## src/sv/lswf_pkg.sv

```systemverilog
// Shared types and constants of the laser sector wall follower.
package lswf_pkg;

  // Scan geometry
  localparam int unsigned SCAN_POINTS = 360;
  localparam int unsigned IDX_W       = 9;
  localparam int unsigned RANGE_W     = 16;

  // Sector bounds in sample indices
  localparam logic [IDX_W-1:0] RIGHT_LO = IDX_W'(200);
  localparam logic [IDX_W-1:0] RIGHT_HI = IDX_W'(340);
  localparam logic [IDX_W-1:0] LEFT_LO  = IDX_W'(20);
  localparam logic [IDX_W-1:0] LEFT_HI  = IDX_W'(160);
  localparam logic [IDX_W-1:0] FRONT_HI = IDX_W'(30);
  localparam logic [IDX_W-1:0] FRONT_LO = IDX_W'(330);
  localparam logic [IDX_W-1:0] IDX_LAST = IDX_W'(SCAN_POINTS - 1);

  localparam logic [RANGE_W-1:0] NO_RETURN = '1;

  // Request kinds
  localparam logic REQ_SAMPLE = 1'b0;
  localparam logic REQ_TICK   = 1'b1;

  // Motion modes
  localparam logic [1:0] MODE_FWD   = 2'd0;
  localparam logic [1:0] MODE_LEFT  = 2'd1;
  localparam logic [1:0] MODE_RIGHT = 2'd2;

  // Register map (index = byte address / 4)
  localparam int unsigned ADDR_W = 5;
  localparam logic [2:0] REG_WALL      = 3'd0;
  localparam logic [2:0] REG_TOL       = 3'd1;
  localparam logic [2:0] REG_FWD_HOLD  = 3'd2;
  localparam logic [2:0] REG_TURN_TICK = 3'd3;
  localparam logic [2:0] REG_TURN_RATE = 3'd4;
  localparam logic [2:0] REG_FWD_SPEED = 3'd5;

  typedef struct packed {
    logic [11:0] wall_distance_mm;
    logic [9:0]  tolerance_mm;
    logic [7:0]  forward_hold_ticks;
    logic [7:0]  turn_ticks;
    logic [10:0] turn_rate_mrad_s;
    logic [9:0]  forward_speed_mm_s;
  } cfg_t;

  typedef struct packed {
    logic [RANGE_W-1:0] front;
    logic [RANGE_W-1:0] right;
    logic [RANGE_W-1:0] left;
  } sector_min_t;

  typedef struct packed {
    logic [11:0] angular;
    logic [1:0]  mode;
  } tick_res_t;

endpackage

```

## src/sv/lswf_req_if.sv

```systemverilog
// Request channel: range samples and control ticks.
interface lswf_req_if;
  logic        valid;
  logic        ready;
  logic        req_type;
  logic [8:0]  sample_index;
  logic [15:0] range_mm;
  logic        scan_end;

  modport source (output valid, req_type, sample_index, range_mm, scan_end, input ready);
  modport sink   (input valid, req_type, sample_index, range_mm, scan_end, output ready);
endinterface

```

## src/sv/lswf_rsp_if.sv

```systemverilog
// Result channel: motion commands and latched sector minimums.
interface lswf_rsp_if;
  logic               valid;
  logic               ready;
  logic [9:0]         linear_speed_mm_s;
  logic signed [11:0] angular_rate_mrad_s;
  logic [1:0]         motion_mode;
  logic [15:0]        front_min_mm;
  logic [15:0]        right_min_mm;
  logic [15:0]        left_min_mm;

  modport source (output valid, linear_speed_mm_s, angular_rate_mrad_s, motion_mode,
                  front_min_mm, right_min_mm, left_min_mm, input ready);
  modport sink   (input valid, linear_speed_mm_s, angular_rate_mrad_s, motion_mode,
                  front_min_mm, right_min_mm, left_min_mm, output ready);
endinterface

```

## src/sv/lswf_sector_min.sv

```systemverilog
// Running and latched per-sector range minimums over a scan.
module lswf_sector_min (
  input  logic                         clk_i,
  input  logic                         rst_ni,
  input  logic                         sample_en_i,
  input  logic [lswf_pkg::IDX_W-1:0]   sample_index_i,
  input  logic [lswf_pkg::RANGE_W-1:0] range_mm_i,
  input  logic                         scan_end_i,
  output lswf_pkg::sector_min_t        latched_o
);
  import lswf_pkg::*;

  sector_min_t run_q, run_d, cand;
  sector_min_t lat_q, lat_d;
  logic        hit_valid;
  logic        in_right, in_left, in_front;

  // Sector membership of the sample
  always_comb begin
    hit_valid = (range_mm_i != '0) && (sample_index_i <= IDX_LAST);
    in_right  = (sample_index_i >= RIGHT_LO) && (sample_index_i <= RIGHT_HI);
    in_left   = (sample_index_i >= LEFT_LO) && (sample_index_i <= LEFT_HI);
    in_front  = (sample_index_i <= FRONT_HI) ||
                ((sample_index_i >= FRONT_LO) && (sample_index_i <= IDX_LAST));
  end

  // Minimum including this sample
  always_comb begin
    cand = run_q;
    if (hit_valid && in_front && (range_mm_i < run_q.front)) cand.front = range_mm_i;
    if (hit_valid && in_right && (range_mm_i < run_q.right)) cand.right = range_mm_i;
    if (hit_valid && in_left && (range_mm_i < run_q.left)) cand.left = range_mm_i;
  end

  // End of scan latches and restarts
  always_comb begin
    run_d = run_q;
    lat_d = lat_q;
    if (sample_en_i) begin
      if (scan_end_i) begin
        lat_d = cand;
        run_d = '{front: NO_RETURN, right: NO_RETURN, left: NO_RETURN};
      end else begin
        run_d = cand;
      end
    end
  end

  always_ff @(posedge clk_i or negedge rst_ni) begin
    if (!rst_ni) begin
      run_q <= '{front: NO_RETURN, right: NO_RETURN, left: NO_RETURN};
      lat_q <= '0;
    end else begin
      run_q <= run_d;
      lat_q <= lat_d;
    end
  end

  assign latched_o = lat_q;
endmodule

```

## src/sv/lswf_follower.sv

```systemverilog
// Three-mode wall follower: forward, timed left turn, timed right turn.
module lswf_follower (
  input  logic                  clk_i,
  input  logic                  rst_ni,
  input  logic                  tick_en_i,
  input  lswf_pkg::cfg_t        cfg_i,
  input  lswf_pkg::sector_min_t mins_i,
  output lswf_pkg::tick_res_t   res_o
);
  import lswf_pkg::*;

  logic [1:0]  mode_q, mode_d;
  logic [7:0]  elapsed_q, elapsed_d;
  logic [12:0] hi_bound;
  logic        lo_neg;
  logic [11:0] lo_bound;
  logic        right_far, right_near, left_near;
  logic [11:0] rate_ext;

  // Distance band around the wall target
  always_comb begin
    hi_bound   = {1'b0, cfg_i.wall_distance_mm} + 13'(cfg_i.tolerance_mm);
    lo_neg     = 12'(cfg_i.tolerance_mm) > cfg_i.wall_distance_mm;
    lo_bound   = cfg_i.wall_distance_mm - 12'(cfg_i.tolerance_mm);
    right_far  = mins_i.right > 16'(hi_bound);
    right_near = !lo_neg && (mins_i.right < 16'(lo_bound));
    left_near  = !lo_neg && (mins_i.left < 16'(lo_bound));
    rate_ext   = {1'b0, cfg_i.turn_rate_mrad_s};
  end

  // Mode decision
  always_comb begin
    mode_d      = mode_q;
    res_o.angular = '0;
    unique case (mode_q)
      MODE_LEFT, MODE_RIGHT: begin
        if (elapsed_q < cfg_i.turn_ticks) begin
          res_o.angular = (mode_q == MODE_LEFT) ? rate_ext : (12'd0 - rate_ext);
        end else begin
          mode_d = MODE_FWD;
        end
      end
      default: begin
        mode_d = MODE_FWD;
        if (elapsed_q >= cfg_i.forward_hold_ticks) begin
          if (right_far || left_near) begin
            mode_d = MODE_RIGHT;
          end else if (right_near) begin
            mode_d = MODE_LEFT;
          end
        end
      end
    endcase
    res_o.mode = mode_d;
  end

  // Tick counter: clears on a mode change, saturates
  always_comb begin
    if (mode_d != mode_q) begin
      elapsed_d = '0;
    end else if (elapsed_q != '1) begin
      elapsed_d = elapsed_q + 8'd1;
    end else begin
      elapsed_d = elapsed_q;
    end
  end

  always_ff @(posedge clk_i or negedge rst_ni) begin
    if (!rst_ni) begin
      mode_q    <= MODE_FWD;
      elapsed_q <= '0;
    end else if (tick_en_i) begin
      mode_q    <= mode_d;
      elapsed_q <= elapsed_d;
    end
  end
endmodule

```

## src/sv/laser_sector_wall_follower_top.sv

```systemverilog
// Top level of the laser sector wall follower.
//
// Range samples (req_type 0) update running minimums of the front, right and
// left sectors; a sample with scan_end set latches them. Control ticks
// (req_type 1) run the wall follower and return one result with the speed and
// turn command, the new mode and the latched minimums; samples return nothing.
// A request lands in an input register and is resolved from there by the
// compare logic once it can retire; a tick result is registered in an output
// register. The rate is one request per cycle, limited only by back pressure
// on the result channel. Registers are written over APB at byte address
// 4*index and must only change while the block idles.
module laser_sector_wall_follower_top (
  input  logic                        clk_i,
  input  logic                        rst_ni,
  lswf_req_if.sink                    req_i,
  lswf_rsp_if.source                  rsp_o,
  input  logic                        psel,
  input  logic                        penable,
  input  logic                        pwrite,
  input  logic [lswf_pkg::ADDR_W-1:0] paddr,
  input  logic [31:0]                 pwdata,
  output logic [31:0]                 prdata,
  output logic                        pready
);
  import lswf_pkg::*;

  cfg_t        cfg_q;
  logic [2:0]  reg_idx;
  logic        cfg_wr;

  logic        s1_valid_q;
  logic        s1_type_q;
  logic [8:0]  s1_index_q;
  logic [15:0] s1_range_q;
  logic        s1_end_q;
  logic        s1_go, out_free;

  logic        rsp_valid_q;
  tick_res_t   tick_res;
  sector_min_t mins;

  // Configuration registers
  assign pready  = 1'b1;
  assign reg_idx = paddr[ADDR_W-1:2];
  assign cfg_wr  = psel && penable && pwrite;

  always_ff @(posedge clk_i or negedge rst_ni) begin
    if (!rst_ni) begin
      cfg_q <= '{wall_distance_mm: 12'd200, tolerance_mm: 10'd50,
                 forward_hold_ticks: 8'd20, turn_ticks: 8'd4,
                 turn_rate_mrad_s: 11'd400, forward_speed_mm_s: 10'd100};
    end else if (cfg_wr) begin
      unique case (reg_idx)
        REG_WALL:      cfg_q.wall_distance_mm   <= pwdata[11:0];
        REG_TOL:       cfg_q.tolerance_mm       <= pwdata[9:0];
        REG_FWD_HOLD:  cfg_q.forward_hold_ticks <= pwdata[7:0];
        REG_TURN_TICK: cfg_q.turn_ticks         <= pwdata[7:0];
        REG_TURN_RATE: cfg_q.turn_rate_mrad_s   <= pwdata[10:0];
        REG_FWD_SPEED: cfg_q.forward_speed_mm_s <= pwdata[9:0];
        default: ;
      endcase
    end
  end

  // Register readback
  always_comb begin
    unique case (reg_idx)
      REG_WALL:      prdata = 32'(cfg_q.wall_distance_mm);
      REG_TOL:       prdata = 32'(cfg_q.tolerance_mm);
      REG_FWD_HOLD:  prdata = 32'(cfg_q.forward_hold_ticks);
      REG_TURN_TICK: prdata = 32'(cfg_q.turn_ticks);
      REG_TURN_RATE: prdata = 32'(cfg_q.turn_rate_mrad_s);
      REG_FWD_SPEED: prdata = 32'(cfg_q.forward_speed_mm_s);
      default:       prdata = '0;
    endcase
  end

  // Flow control: a sample always retires, a tick needs a free output slot
  assign out_free    = !rsp_valid_q || rsp_o.ready;
  assign s1_go       = s1_valid_q && ((s1_type_q == REQ_SAMPLE) || out_free);
  assign req_i.ready = !s1_valid_q || s1_go;

  // Input register
  always_ff @(posedge clk_i or negedge rst_ni) begin
    if (!rst_ni) begin
      s1_valid_q <= 1'b0;
    end else if (req_i.ready) begin
      s1_valid_q <= req_i.valid;
    end
  end

  always_ff @(posedge clk_i) begin
    if (req_i.ready && req_i.valid) begin
      s1_type_q  <= req_i.req_type;
      s1_index_q <= req_i.sample_index;
      s1_range_q <= req_i.range_mm;
      s1_end_q   <= req_i.scan_end;
    end
  end

  lswf_sector_min u_sector_min (
    .clk_i          (clk_i),
    .rst_ni         (rst_ni),
    .sample_en_i    (s1_go && (s1_type_q == REQ_SAMPLE)),
    .sample_index_i (s1_index_q),
    .range_mm_i     (s1_range_q),
    .scan_end_i     (s1_end_q),
    .latched_o      (mins)
  );

  lswf_follower u_follower (
    .clk_i     (clk_i),
    .rst_ni    (rst_ni),
    .tick_en_i (s1_go && (s1_type_q == REQ_TICK)),
    .cfg_i     (cfg_q),
    .mins_i    (mins),
    .res_o     (tick_res)
  );

  // Result register
  always_ff @(posedge clk_i or negedge rst_ni) begin
    if (!rst_ni) begin
      rsp_valid_q <= 1'b0;
    end else if (s1_go && (s1_type_q == REQ_TICK)) begin
      rsp_valid_q <= 1'b1;
    end else if (rsp_o.ready) begin
      rsp_valid_q <= 1'b0;
    end
  end

  always_ff @(posedge clk_i) begin
    if (s1_go && (s1_type_q == REQ_TICK)) begin
      rsp_o.linear_speed_mm_s   <= cfg_q.forward_speed_mm_s;
      rsp_o.angular_rate_mrad_s <= $signed(tick_res.angular);
      rsp_o.motion_mode         <= tick_res.mode;
      rsp_o.front_min_mm        <= mins.front;
      rsp_o.right_min_mm        <= mins.right;
      rsp_o.left_min_mm         <= mins.left;
    end
  end

  assign rsp_o.valid = rsp_valid_q;
endmodule

```

## src/flat_wrapper.sv

```systemverilog
// flat-port wrapper written by rule: the top's interface ports become plain ports
module laser_sector_wall_follower_top_flat import lswf_pkg::*;
  (clk_i, rst_ni, psel, penable, pwrite, paddr, pwdata, prdata, pready, req_i_valid, req_i_req_type, req_i_sample_index, req_i_range_mm, req_i_scan_end, req_i_ready, rsp_o_valid, rsp_o_linear_speed_mm_s, rsp_o_angular_rate_mrad_s, rsp_o_motion_mode, rsp_o_front_min_mm, rsp_o_right_min_mm, rsp_o_left_min_mm, rsp_o_ready);
  lswf_req_if req_i_i ();
  lswf_rsp_if rsp_o_i ();
  input  logic clk_i;
  input  logic rst_ni;
  input  logic psel;
  input  logic penable;
  input  logic pwrite;
  input  logic [lswf_pkg::ADDR_W-1:0] paddr;
  input  logic [31:0] pwdata;
  output logic [31:0] prdata;
  output logic pready;
  input wire logic [$bits(req_i_i.valid)-1:0] req_i_valid;
  input wire logic [$bits(req_i_i.req_type)-1:0] req_i_req_type;
  input wire logic [$bits(req_i_i.sample_index)-1:0] req_i_sample_index;
  input wire logic [$bits(req_i_i.range_mm)-1:0] req_i_range_mm;
  input wire logic [$bits(req_i_i.scan_end)-1:0] req_i_scan_end;
  output wire logic [$bits(req_i_i.ready)-1:0] req_i_ready;
  output wire logic [$bits(rsp_o_i.valid)-1:0] rsp_o_valid;
  output wire logic [$bits(rsp_o_i.linear_speed_mm_s)-1:0] rsp_o_linear_speed_mm_s;
  output wire logic [$bits(rsp_o_i.angular_rate_mrad_s)-1:0] rsp_o_angular_rate_mrad_s;
  output wire logic [$bits(rsp_o_i.motion_mode)-1:0] rsp_o_motion_mode;
  output wire logic [$bits(rsp_o_i.front_min_mm)-1:0] rsp_o_front_min_mm;
  output wire logic [$bits(rsp_o_i.right_min_mm)-1:0] rsp_o_right_min_mm;
  output wire logic [$bits(rsp_o_i.left_min_mm)-1:0] rsp_o_left_min_mm;
  input wire logic [$bits(rsp_o_i.ready)-1:0] rsp_o_ready;
  assign req_i_i.valid = req_i_valid;
  assign req_i_i.req_type = req_i_req_type;
  assign req_i_i.sample_index = req_i_sample_index;
  assign req_i_i.range_mm = req_i_range_mm;
  assign req_i_i.scan_end = req_i_scan_end;
  assign req_i_ready = req_i_i.ready;
  assign rsp_o_valid = rsp_o_i.valid;
  assign rsp_o_linear_speed_mm_s = rsp_o_i.linear_speed_mm_s;
  assign rsp_o_angular_rate_mrad_s = rsp_o_i.angular_rate_mrad_s;
  assign rsp_o_motion_mode = rsp_o_i.motion_mode;
  assign rsp_o_front_min_mm = rsp_o_i.front_min_mm;
  assign rsp_o_right_min_mm = rsp_o_i.right_min_mm;
  assign rsp_o_left_min_mm = rsp_o_i.left_min_mm;
  assign rsp_o_i.ready = rsp_o_ready;
  laser_sector_wall_follower_top u_core (.clk_i(clk_i), .rst_ni(rst_ni), .req_i(req_i_i), .rsp_o(rsp_o_i), .psel(psel), .penable(penable), .pwrite(pwrite), .paddr(paddr), .pwdata(pwdata), .prdata(prdata), .pready(pready));
endmodule
```

## config.mk

```make
export PLATFORM = sky130hd
export DESIGN_NAME = laser_sector_wall_follower_top_flat
export DESIGN_NICKNAME = d
export VERILOG_FILES = /design/src/sv/lswf_pkg.sv /design/src/sv/lswf_req_if.sv /design/src/sv/lswf_rsp_if.sv /design/src/sv/lswf_sector_min.sv /design/src/sv/lswf_follower.sv /design/src/sv/laser_sector_wall_follower_top.sv /design/src/flat_wrapper.sv
export SDC_FILE = /design/constraint.sdc
export NUM_CORES = 1
export LEC_CHECK = 0
export ABC_AREA = 0
export BUFFER_PORTS_ARGS = -buffer_cell sky130_fd_sc_hd__buf_2
export CORE_MARGIN = 2
export CORE_UTILIZATION = 48
export CTS_BUF_LIST = sky130_fd_sc_hd__clkbuf_16
export DETAILED_ROUTE_END_ITERATION = 7
export PLACE_DENSITY = 0.76
export SLEW_MARGIN = 40
export SYNTH_ARGS = -nofsm -noshare
export SYNTH_HDL_FRONTEND = slang
export SYNTH_SLANG_ARGS = --single-unit
```

## constraint.sdc

```tcl
create_clock -name clk_i -period 5 [get_ports clk_i]
set_clock_uncertainty 0.15 [all_clocks]
set_input_delay 0.25 -clock clk_i [delete_from_list [all_inputs] [get_ports clk_i]]
set_output_delay 0.25 -clock clk_i [all_outputs]
set_load 0.05 [all_outputs]
```

### Word level (Yosys, flattened, before mapping)

Cells that the tools add are included.

| word-level totals | value |
|---|---|
| memory bits (read-only) | 0 |
| memories kept | 0 |
| flip-flop bits (word level) | 266 |
| bits of input ports | 71 |
| output and inout port bits | 107 |
| bits in latches | 0 |
| bits in writable memories | 0 |

| cells by class | value |
|---|---|
| $lt $le $gt $ge | 16 |
| div/mod/pow operators | 0 |
| $mul | 0 |
| reductions and logical operators | 41 |
| bitwise gates (word level) | 3 |
| multiplexer cells | 15 |
| shift-type cells | 0 |
| eq/ne operators | 9 |
| add/sub/neg operators | 4 |

Operator list:

| kind | count |
|---|---|
| $pmux 12 s6 | 1 |
| $lt 16x16->1 | 3 |
| $mux 16 | 3 |
| $mux 48 | 1 |
| $lt 16x12->1 | 2 |
| $le 9x9->1 const B | 2 |
| $logic_and 1x1->1 | 18 |
| $reduce_and 2->1 | 9 |
| $gt 16x13->1 | 1 |
| $mux 8 | 2 |
| $reduce_bool 16->1 | 1 |
| $add 12x10->13 | 1 |
| $gt 10x12->1 | 1 |
| $sub 1x11->12 const A | 1 |
| $sub 12x10->12 | 1 |
| $mux 11 | 1 |
| $ge 9x5->1 const B | 1 |
| $ge 9x8->1 const B | 1 |
| $ge 9x9->1 const B | 1 |
| $le 9x5->1 const B | 1 |
| $le 9x8->1 const B | 1 |
| $add 8x1->8 const B | 1 |
| $ge 8x8->1 | 1 |
| $lt 8x8->1 | 1 |
| 16 further kinds | 32 |

### Depth between registers and ports, before layout

| logic depth | value |
|---|---|
| depth after elaboration | 10 |
| gate-level depth with buffers | 25 |

### By module

Synthesis repeated with hierarchy kept, for this count alone.

| second synthesis, totals | value |
|---|---|
| cell total of the unflattened synthesis | 1313 |
| area total of the unflattened synthesis | 14720.4 um2 |

By module, submodules not included:

| module | seq. area each (um2) | cells an instance | instances | area each (um2) |
|---|---|---|---|---|
| laser_sector_wall_follower_top | 4518.1 | 323 | 1 | 6025.8 |
| lswf_sector_min | 2462.4 | 599 | 1 | 5622.9 |
| lswf_follower | 250.2 | 391 | 1 | 3071.7 |

### Least setup slack after synthesis

No wires, ideal clock.

| timing path | value |
|---|---|
| path kind | register -> register |
| start point | register u_core.cfg_q[38] (netlist bit) |
| end point | register u_core.u_follower.elapsed_q[3] |
| path buffers | 0 |
| required time | 4.731 ns |
| arrival time | 4.532 ns |
| path slack | 0.199 ns |
| setup time | 0.119 ns |
| stages on the path, launching flop included | 23 |
| cell sequence | dfstp_2 > inv_1 > ha_1 > o21bai_1 > a21oi_1 > o21bai_1 > a21oi_1 > o21bai_1 > a21o_1 > a221oi_1 > nor2_1 > o21ai_0 > xor2_1 > ha_1 > a21o_1 > a2111oi_0 > o31ai_1 > a32oi_2 > o21ai_2 > a31o_1 > o211ai_4 > o21ai_1 > a21o_1 |

| between the ends | value |
|---|---|
| word-level cells in the longest chain between the ends | 10 |
| elaborated cells between the ends (all ways) | 18 |
| classes of those cells | add/sub (2); order compare (4); eq/ne (1); mux (5); reduce/logical (6) |

RTL lines:

| item | RTL line | source |
|---|---|---|
| start: declaration | laser_sector_wall_follower_top.sv:27 | `cfg_t cfg_q;` |
| start signal: assignment | laser_sector_wall_follower_top.sv:49 | `cfg_q <= '{wall_distance_mm: 12'd200, tolerance_mm: 10'd50,` |
| $sub 12x10->12 or $gt 10x12->1 (tied branches) | lswf_follower.sv:24, lswf_follower.sv:23 |  |
| $lt 16x12->1 (tied with other cells) | lswf_follower.sv:26 | `right_near = !lo_neg && (mins_i.right < 16'(lo_bound));` |
| $logic_and 1x1->1 (on tied branches) | lswf_follower.sv:26, lswf_follower.sv:27 |  |
| $mux 1 or $logic_or 1x1->1 (tied branches) | lswf_follower.sv:48, lswf_follower.sv:46 |  |
| $mux 2 * | lswf_follower.sv:46 | `if (right_far \|\| left_near) begin` |
| $mux 2 * | lswf_follower.sv:45 | `if (elapsed_q >= cfg_i.forward_hold_ticks) begin` |
| $mux 2 * | lswf_follower.sv:35 | `unique case (mode_q)` |
| $ne 2x2->1 * | lswf_follower.sv:59 | `if (mode_d != mode_q) begin` |
| $reduce_bool 2->1 (no line) | n/a |  |
| $reduce_and 2->1 (no line) | n/a |  |
| end signal: assignment | lswf_follower.sv:74 | `elapsed_q <= elapsed_d;` |
| end: declaration | lswf_follower.sv:13 | `logic [7:0] elapsed_q, elapsed_d;` |

Every way passes the cells marked *; elsewhere a longest branch is shown, timed or not.
A chain may end at the register's enable or synchronous reset.

### Worst setup path after layout

| timing path | value |
|---|---|
| start point | register u_core.cfg_q[38] (netlist bit) |
| end point | register u_core.u_follower.elapsed_q[1] |

The elaborated chain is that of the path after synthesis.

==> flow_summary_export.csv <==
group,metric,value,unit
status,status,"complete, no violations",
global_route,grt_pass1_wl,54100,µm
final_layout,antenna_cells,0,
final_layout,drive_gt1_frac,0.2402,
critical_path,path_max_fanout,8,
floorplanning,dieArea,31310,µm²
critical_path,r2r-start,"u_core.cfg_q[38]",
critical_path,cp.arrival,5.20,ns
placement,dp_hpwl,23700,µm
sta,maxSlewViolCount,0,
global_route,grt_util_all_layers,0.2174,
sta,fmax,0.2054,GHz
critical_path,regToRegSetupSlack,0.13,ns
final_layout,area_growth,18.52,%
pwr,seqPwrFrac,0.404,
synth,synth_edf_count,99,
global_route,antenna_found_initial,0,
clock_tree,cts_tree,"yes",
hold_path,hp-class,"input port to flop",
sta,whs,0.1584,ns
synth,ys_seq_area_frac,0.5036,
critical_path,start_kind,"flop",
pwr,peakVddDrop,0.2549,mV
global_route,grt_max_degree,95,
pwr,leakagePower,0.007721,µW
floorplanning,die_w,177.0,µm
synth,async_flop_share,0.6278,
global_route,grt_pass1_vias,10290,
detailed_routing,routed_wl,33990,µm
sta,maxSlewHeadroom,0.4400,
sta,layout_min_cycle_time,4.868,ns
hold_path,whs_path_depth,6,
final_layout,fillers,2420,
synth,yosys_warnings,0,
final_layout,final_cell_area,17020,µm²
floorplanning,ioPinCount,178,
floorplanning,start_util,0.4858,
detailed_routing,drc,0,
final_layout,nets,1673,
global_route,grt-ovfl-total,0,
placement,place_area,15510,µm²
pwr,clockPowerShare,0.266,
synth,ys_ff_latch,266,
detailed_routing,routedWlPerCell,17.92,µm
placement,io_buffer_count,134,
sta,final.setup.worst_slack,0.1316,ns
detailed_routing,drtPass1Iterations,5,
critical_path,reg2regPathDepth,23,
critical_path,crit_type,"flop to flop",
detailed_routing,postRouteAntennaNets,0,
sta,hold_viol,0,
pwr,power-per-cell-area,457.5,nW/µm²
critical_path,r2r_end,"u_core.u_follower.elapsed_q[1]",
critical_path,end_kind,"flop",
synth,synthCells,1294,
sta,post-route-period-util,0.9737,
placement,post-place-ws,-0.09267,ns
pwr,p_sw_frac,0.3501,
pwr,p_switching,2726,µW
synth,syn_area,14360,µm²
detailed_routing,vias,10640,
synth,ys_dominant_reg_cell,"dfrtp_1",
clock_tree,path_clk_slew,0.07,ns
sta,worst_pin_slew,0.8352,ns
placement,gp_congestion,0.8948,
sta,rsz0062_at_grt,"true",
sta,setup_viol,0,
clock_tree,cts-root-buf,"clkbuf_16",
clock_tree,clock_latency,0.55,ns
hold_path,worstHoldStart,"penable",
floorplanning,rows,63,
clock_tree,clock_sinks,266,
pwr,internal-power,5060,µW
floorplanning,die_h,177.0,µm
detailed_routing,via_per_inst,5.606,
clock_tree,htree_num_levels,1,
critical_path,crit_required,5.33,ns
clock_tree,cts_buffers,28,
job,max_cap_viol_count,0,
floorplanning,fp.coreArea,29560,µm²
detailed_routing,drt_iter0_markers,795,
pwr,combPwrFrac,0.330,
hold_path,hold-path-endpoint,"u_core.cfg_q[31]",
sta,tns,0,ns
synth,syn_avg_cell_area,11.10,µm²
synth,synth_cell_type_count,77,
clock_tree,clockBufferDepth,3,
[flip-flops by register name (all words and copies together) (netlist names), 9 cells and up]
register and cells:
u_core.rsp_o.left_min_mm 16, u_core.rsp_o.angular_rate_mrad_s 12, u_core.rsp_o.right_min_mm 16, u_core.rsp_o.linear_speed_mm_s 10, u_core.s1_index_q 9, u_core.u_sector_min.latched_o 48, u_core.s1_range_q 16, u_core.cfg_q 59
u_core.rsp_o.front_min_mm 16, u_core.u_sector_min.run_q 48
[worst max-delay path by stage]
stage	start	endpoint	cells after the start
finish	u_core.cfg_q[38]	u_core.u_follower.elapsed_q[1]	23
global route	u_core.cfg_q[37]	u_core.u_follower.elapsed_q[1]	25
CTS	u_core.cfg_q[38]	u_core.u_follower.elapsed_q[0]	26
detailed placement	u_core.cfg_q[38]	u_core.u_follower.elapsed_q[1]	24
global placement	u_core.cfg_q[38]	u_core.u_follower.elapsed_q[0]	23
floorplan	u_core.cfg_q[38]	u_core.u_follower.elapsed_q[3]	22
[power by group through the flow]
stage                     logic (µW)  registers (µW)  clock network, µW
after floorplan                 1680            3210                  0
after global placement          2350            3150                  0
after detailed placement        2430            3170                  0
after CTS                       2490            3140               2110
after global routing            2860            3190               2210
final                           2570            3150               2070
[cell usage after synthesis (all sizes together) (10+ instances only)]
library cell / instances / area share
inv: 96 / 0.025
xnor2: 23 / 0.014
o21a: 10 / 0.0052
dfrtp: 104 / 0.18
edfxtp: 99 / 0.21
ha: 115 / 0.10
nor2: 66 / 0.017
nand4: 11 / 0.0048
mux2: 33 / 0.026
a21oi: 77 / 0.027
o211ai: 10 / 0.0062
mux2i: 44 / 0.031
buf: 38 / 0.018
o21bai: 10 / 0.0052
clkbuf: 34 / 0.0089
dfstp: 63 / 0.12
o21ai: 112 / 0.039
nand2b: 12 / 0.0052
nor2b: 20 / 0.0092
nor3: 14 / 0.0052
nand3: 14 / 0.0052
a21o: 23 / 0.012
o22a: 62 / 0.038
nand2: 101 / 0.026
nor4: 11 / 0.0067
[stage by stage]
| stage | util | total power, µW | std cells |
|---|---|---|---|
| after global routing | 0.5757 | 8267 | 1897 |
| after CTS | 0.5710 | 7730 | 1892 |
| after floorplan | - | 4888 | 1313 |
| after global placement | 0.5238 | 5499 | 1796 |
| after detailed placement | 0.5247 | 5599 | 1797 |
| final | 0.5757 | 7786 | 1897 |
[cells in the final DEF (no fill, tap or decap), types with 9 or more instances in the layout]
master	instances
nor3_1	13
buf_2	133
ha_1	114
a21o_1	23
inv_1	100
o21bai_1	9
nor2_1	61
dfstp_2	63
nand2_1	100
nor2b_1	19
mux2_2	32
nand3_1	10
dlygate4sd3_1	43
o21a_1	10
o211ai_1	9
mux2i_1	44
a21oi_1	70
buf_4	32
conb_1	21
o22a_1	62
edfxtp_1	99
clkbuf_16	29
nand4_1	11
o21ai_0	102
dfrtp_1	104
nand2b_1	12
xnor2_1	23
[final cells by class]
type	count	area [µm²]	share of cell area
repair buffers	214	1429	0.08396
clock inverters	23	201.4	0.01184
flip-flops and latches	266	7231	0.4249
well taps	390	488.0	0.02867
clock buffers	29	725.7	0.04264
multi-input cells	879	6583	0.3868
inverters	96	360.3	0.02117
[routing by layer]
layer  track usage  up-vias  wire [µm]
met5             0        -          0
met4       0.06095        0        780
met3       0.03136       53       1966
met2        0.3410      291      15570
met1        0.3150     5231      15680
li1              -     5060          -
[kinds of logic (layout without fill, tap and decap cells)]
logic type,Yosys count,in the layout,share of synthesized area
other,2,21,0.0005230
muxes,82,82,0.06466
DFF,266,266,0.5036
adders and majority gates,119,119,0.1046
AOI/OAI and AO/OA,360,360,0.1671
and+or+nand+nor,271,271,0.09149
buffers and inverters,168,362,0.05220
xor gates and xnor gates,26,26,0.01586
[what timing repair did]
item,CTS,global route
buffers inserted,0,5
setup endpoints to repair,7,11
hold buffers,43,0
pin swaps,2,28
resized for setup,3,24
hold endpoints to repair,148,0
[critical path, stage by stage, from the launching register on]
cell	delay (ns)
dfstp_2	0.53
inv_2	0.04
ha_1	0.29
o21bai_1	0.09
a21oi_2	0.15
o21bai_1	0.11
a21oi_2	0.16
o21bai_1	0.08
a21o_1	0.22
a221oi_2	0.29
nor2_1	0.07
o21ai_1	0.16
xor2_1	0.17
ha_1	0.27
a21o_1	0.22
a2111oi_4	0.32
o31ai_2	0.12
a32oi_2	0.18
o21ai_2	0.12
nor3_2	0.19
o211ai_4	0.12
buf_12	0.15
nor4_4	0.36
a22o_1	0.21
(Power assumes the default switching activity.)
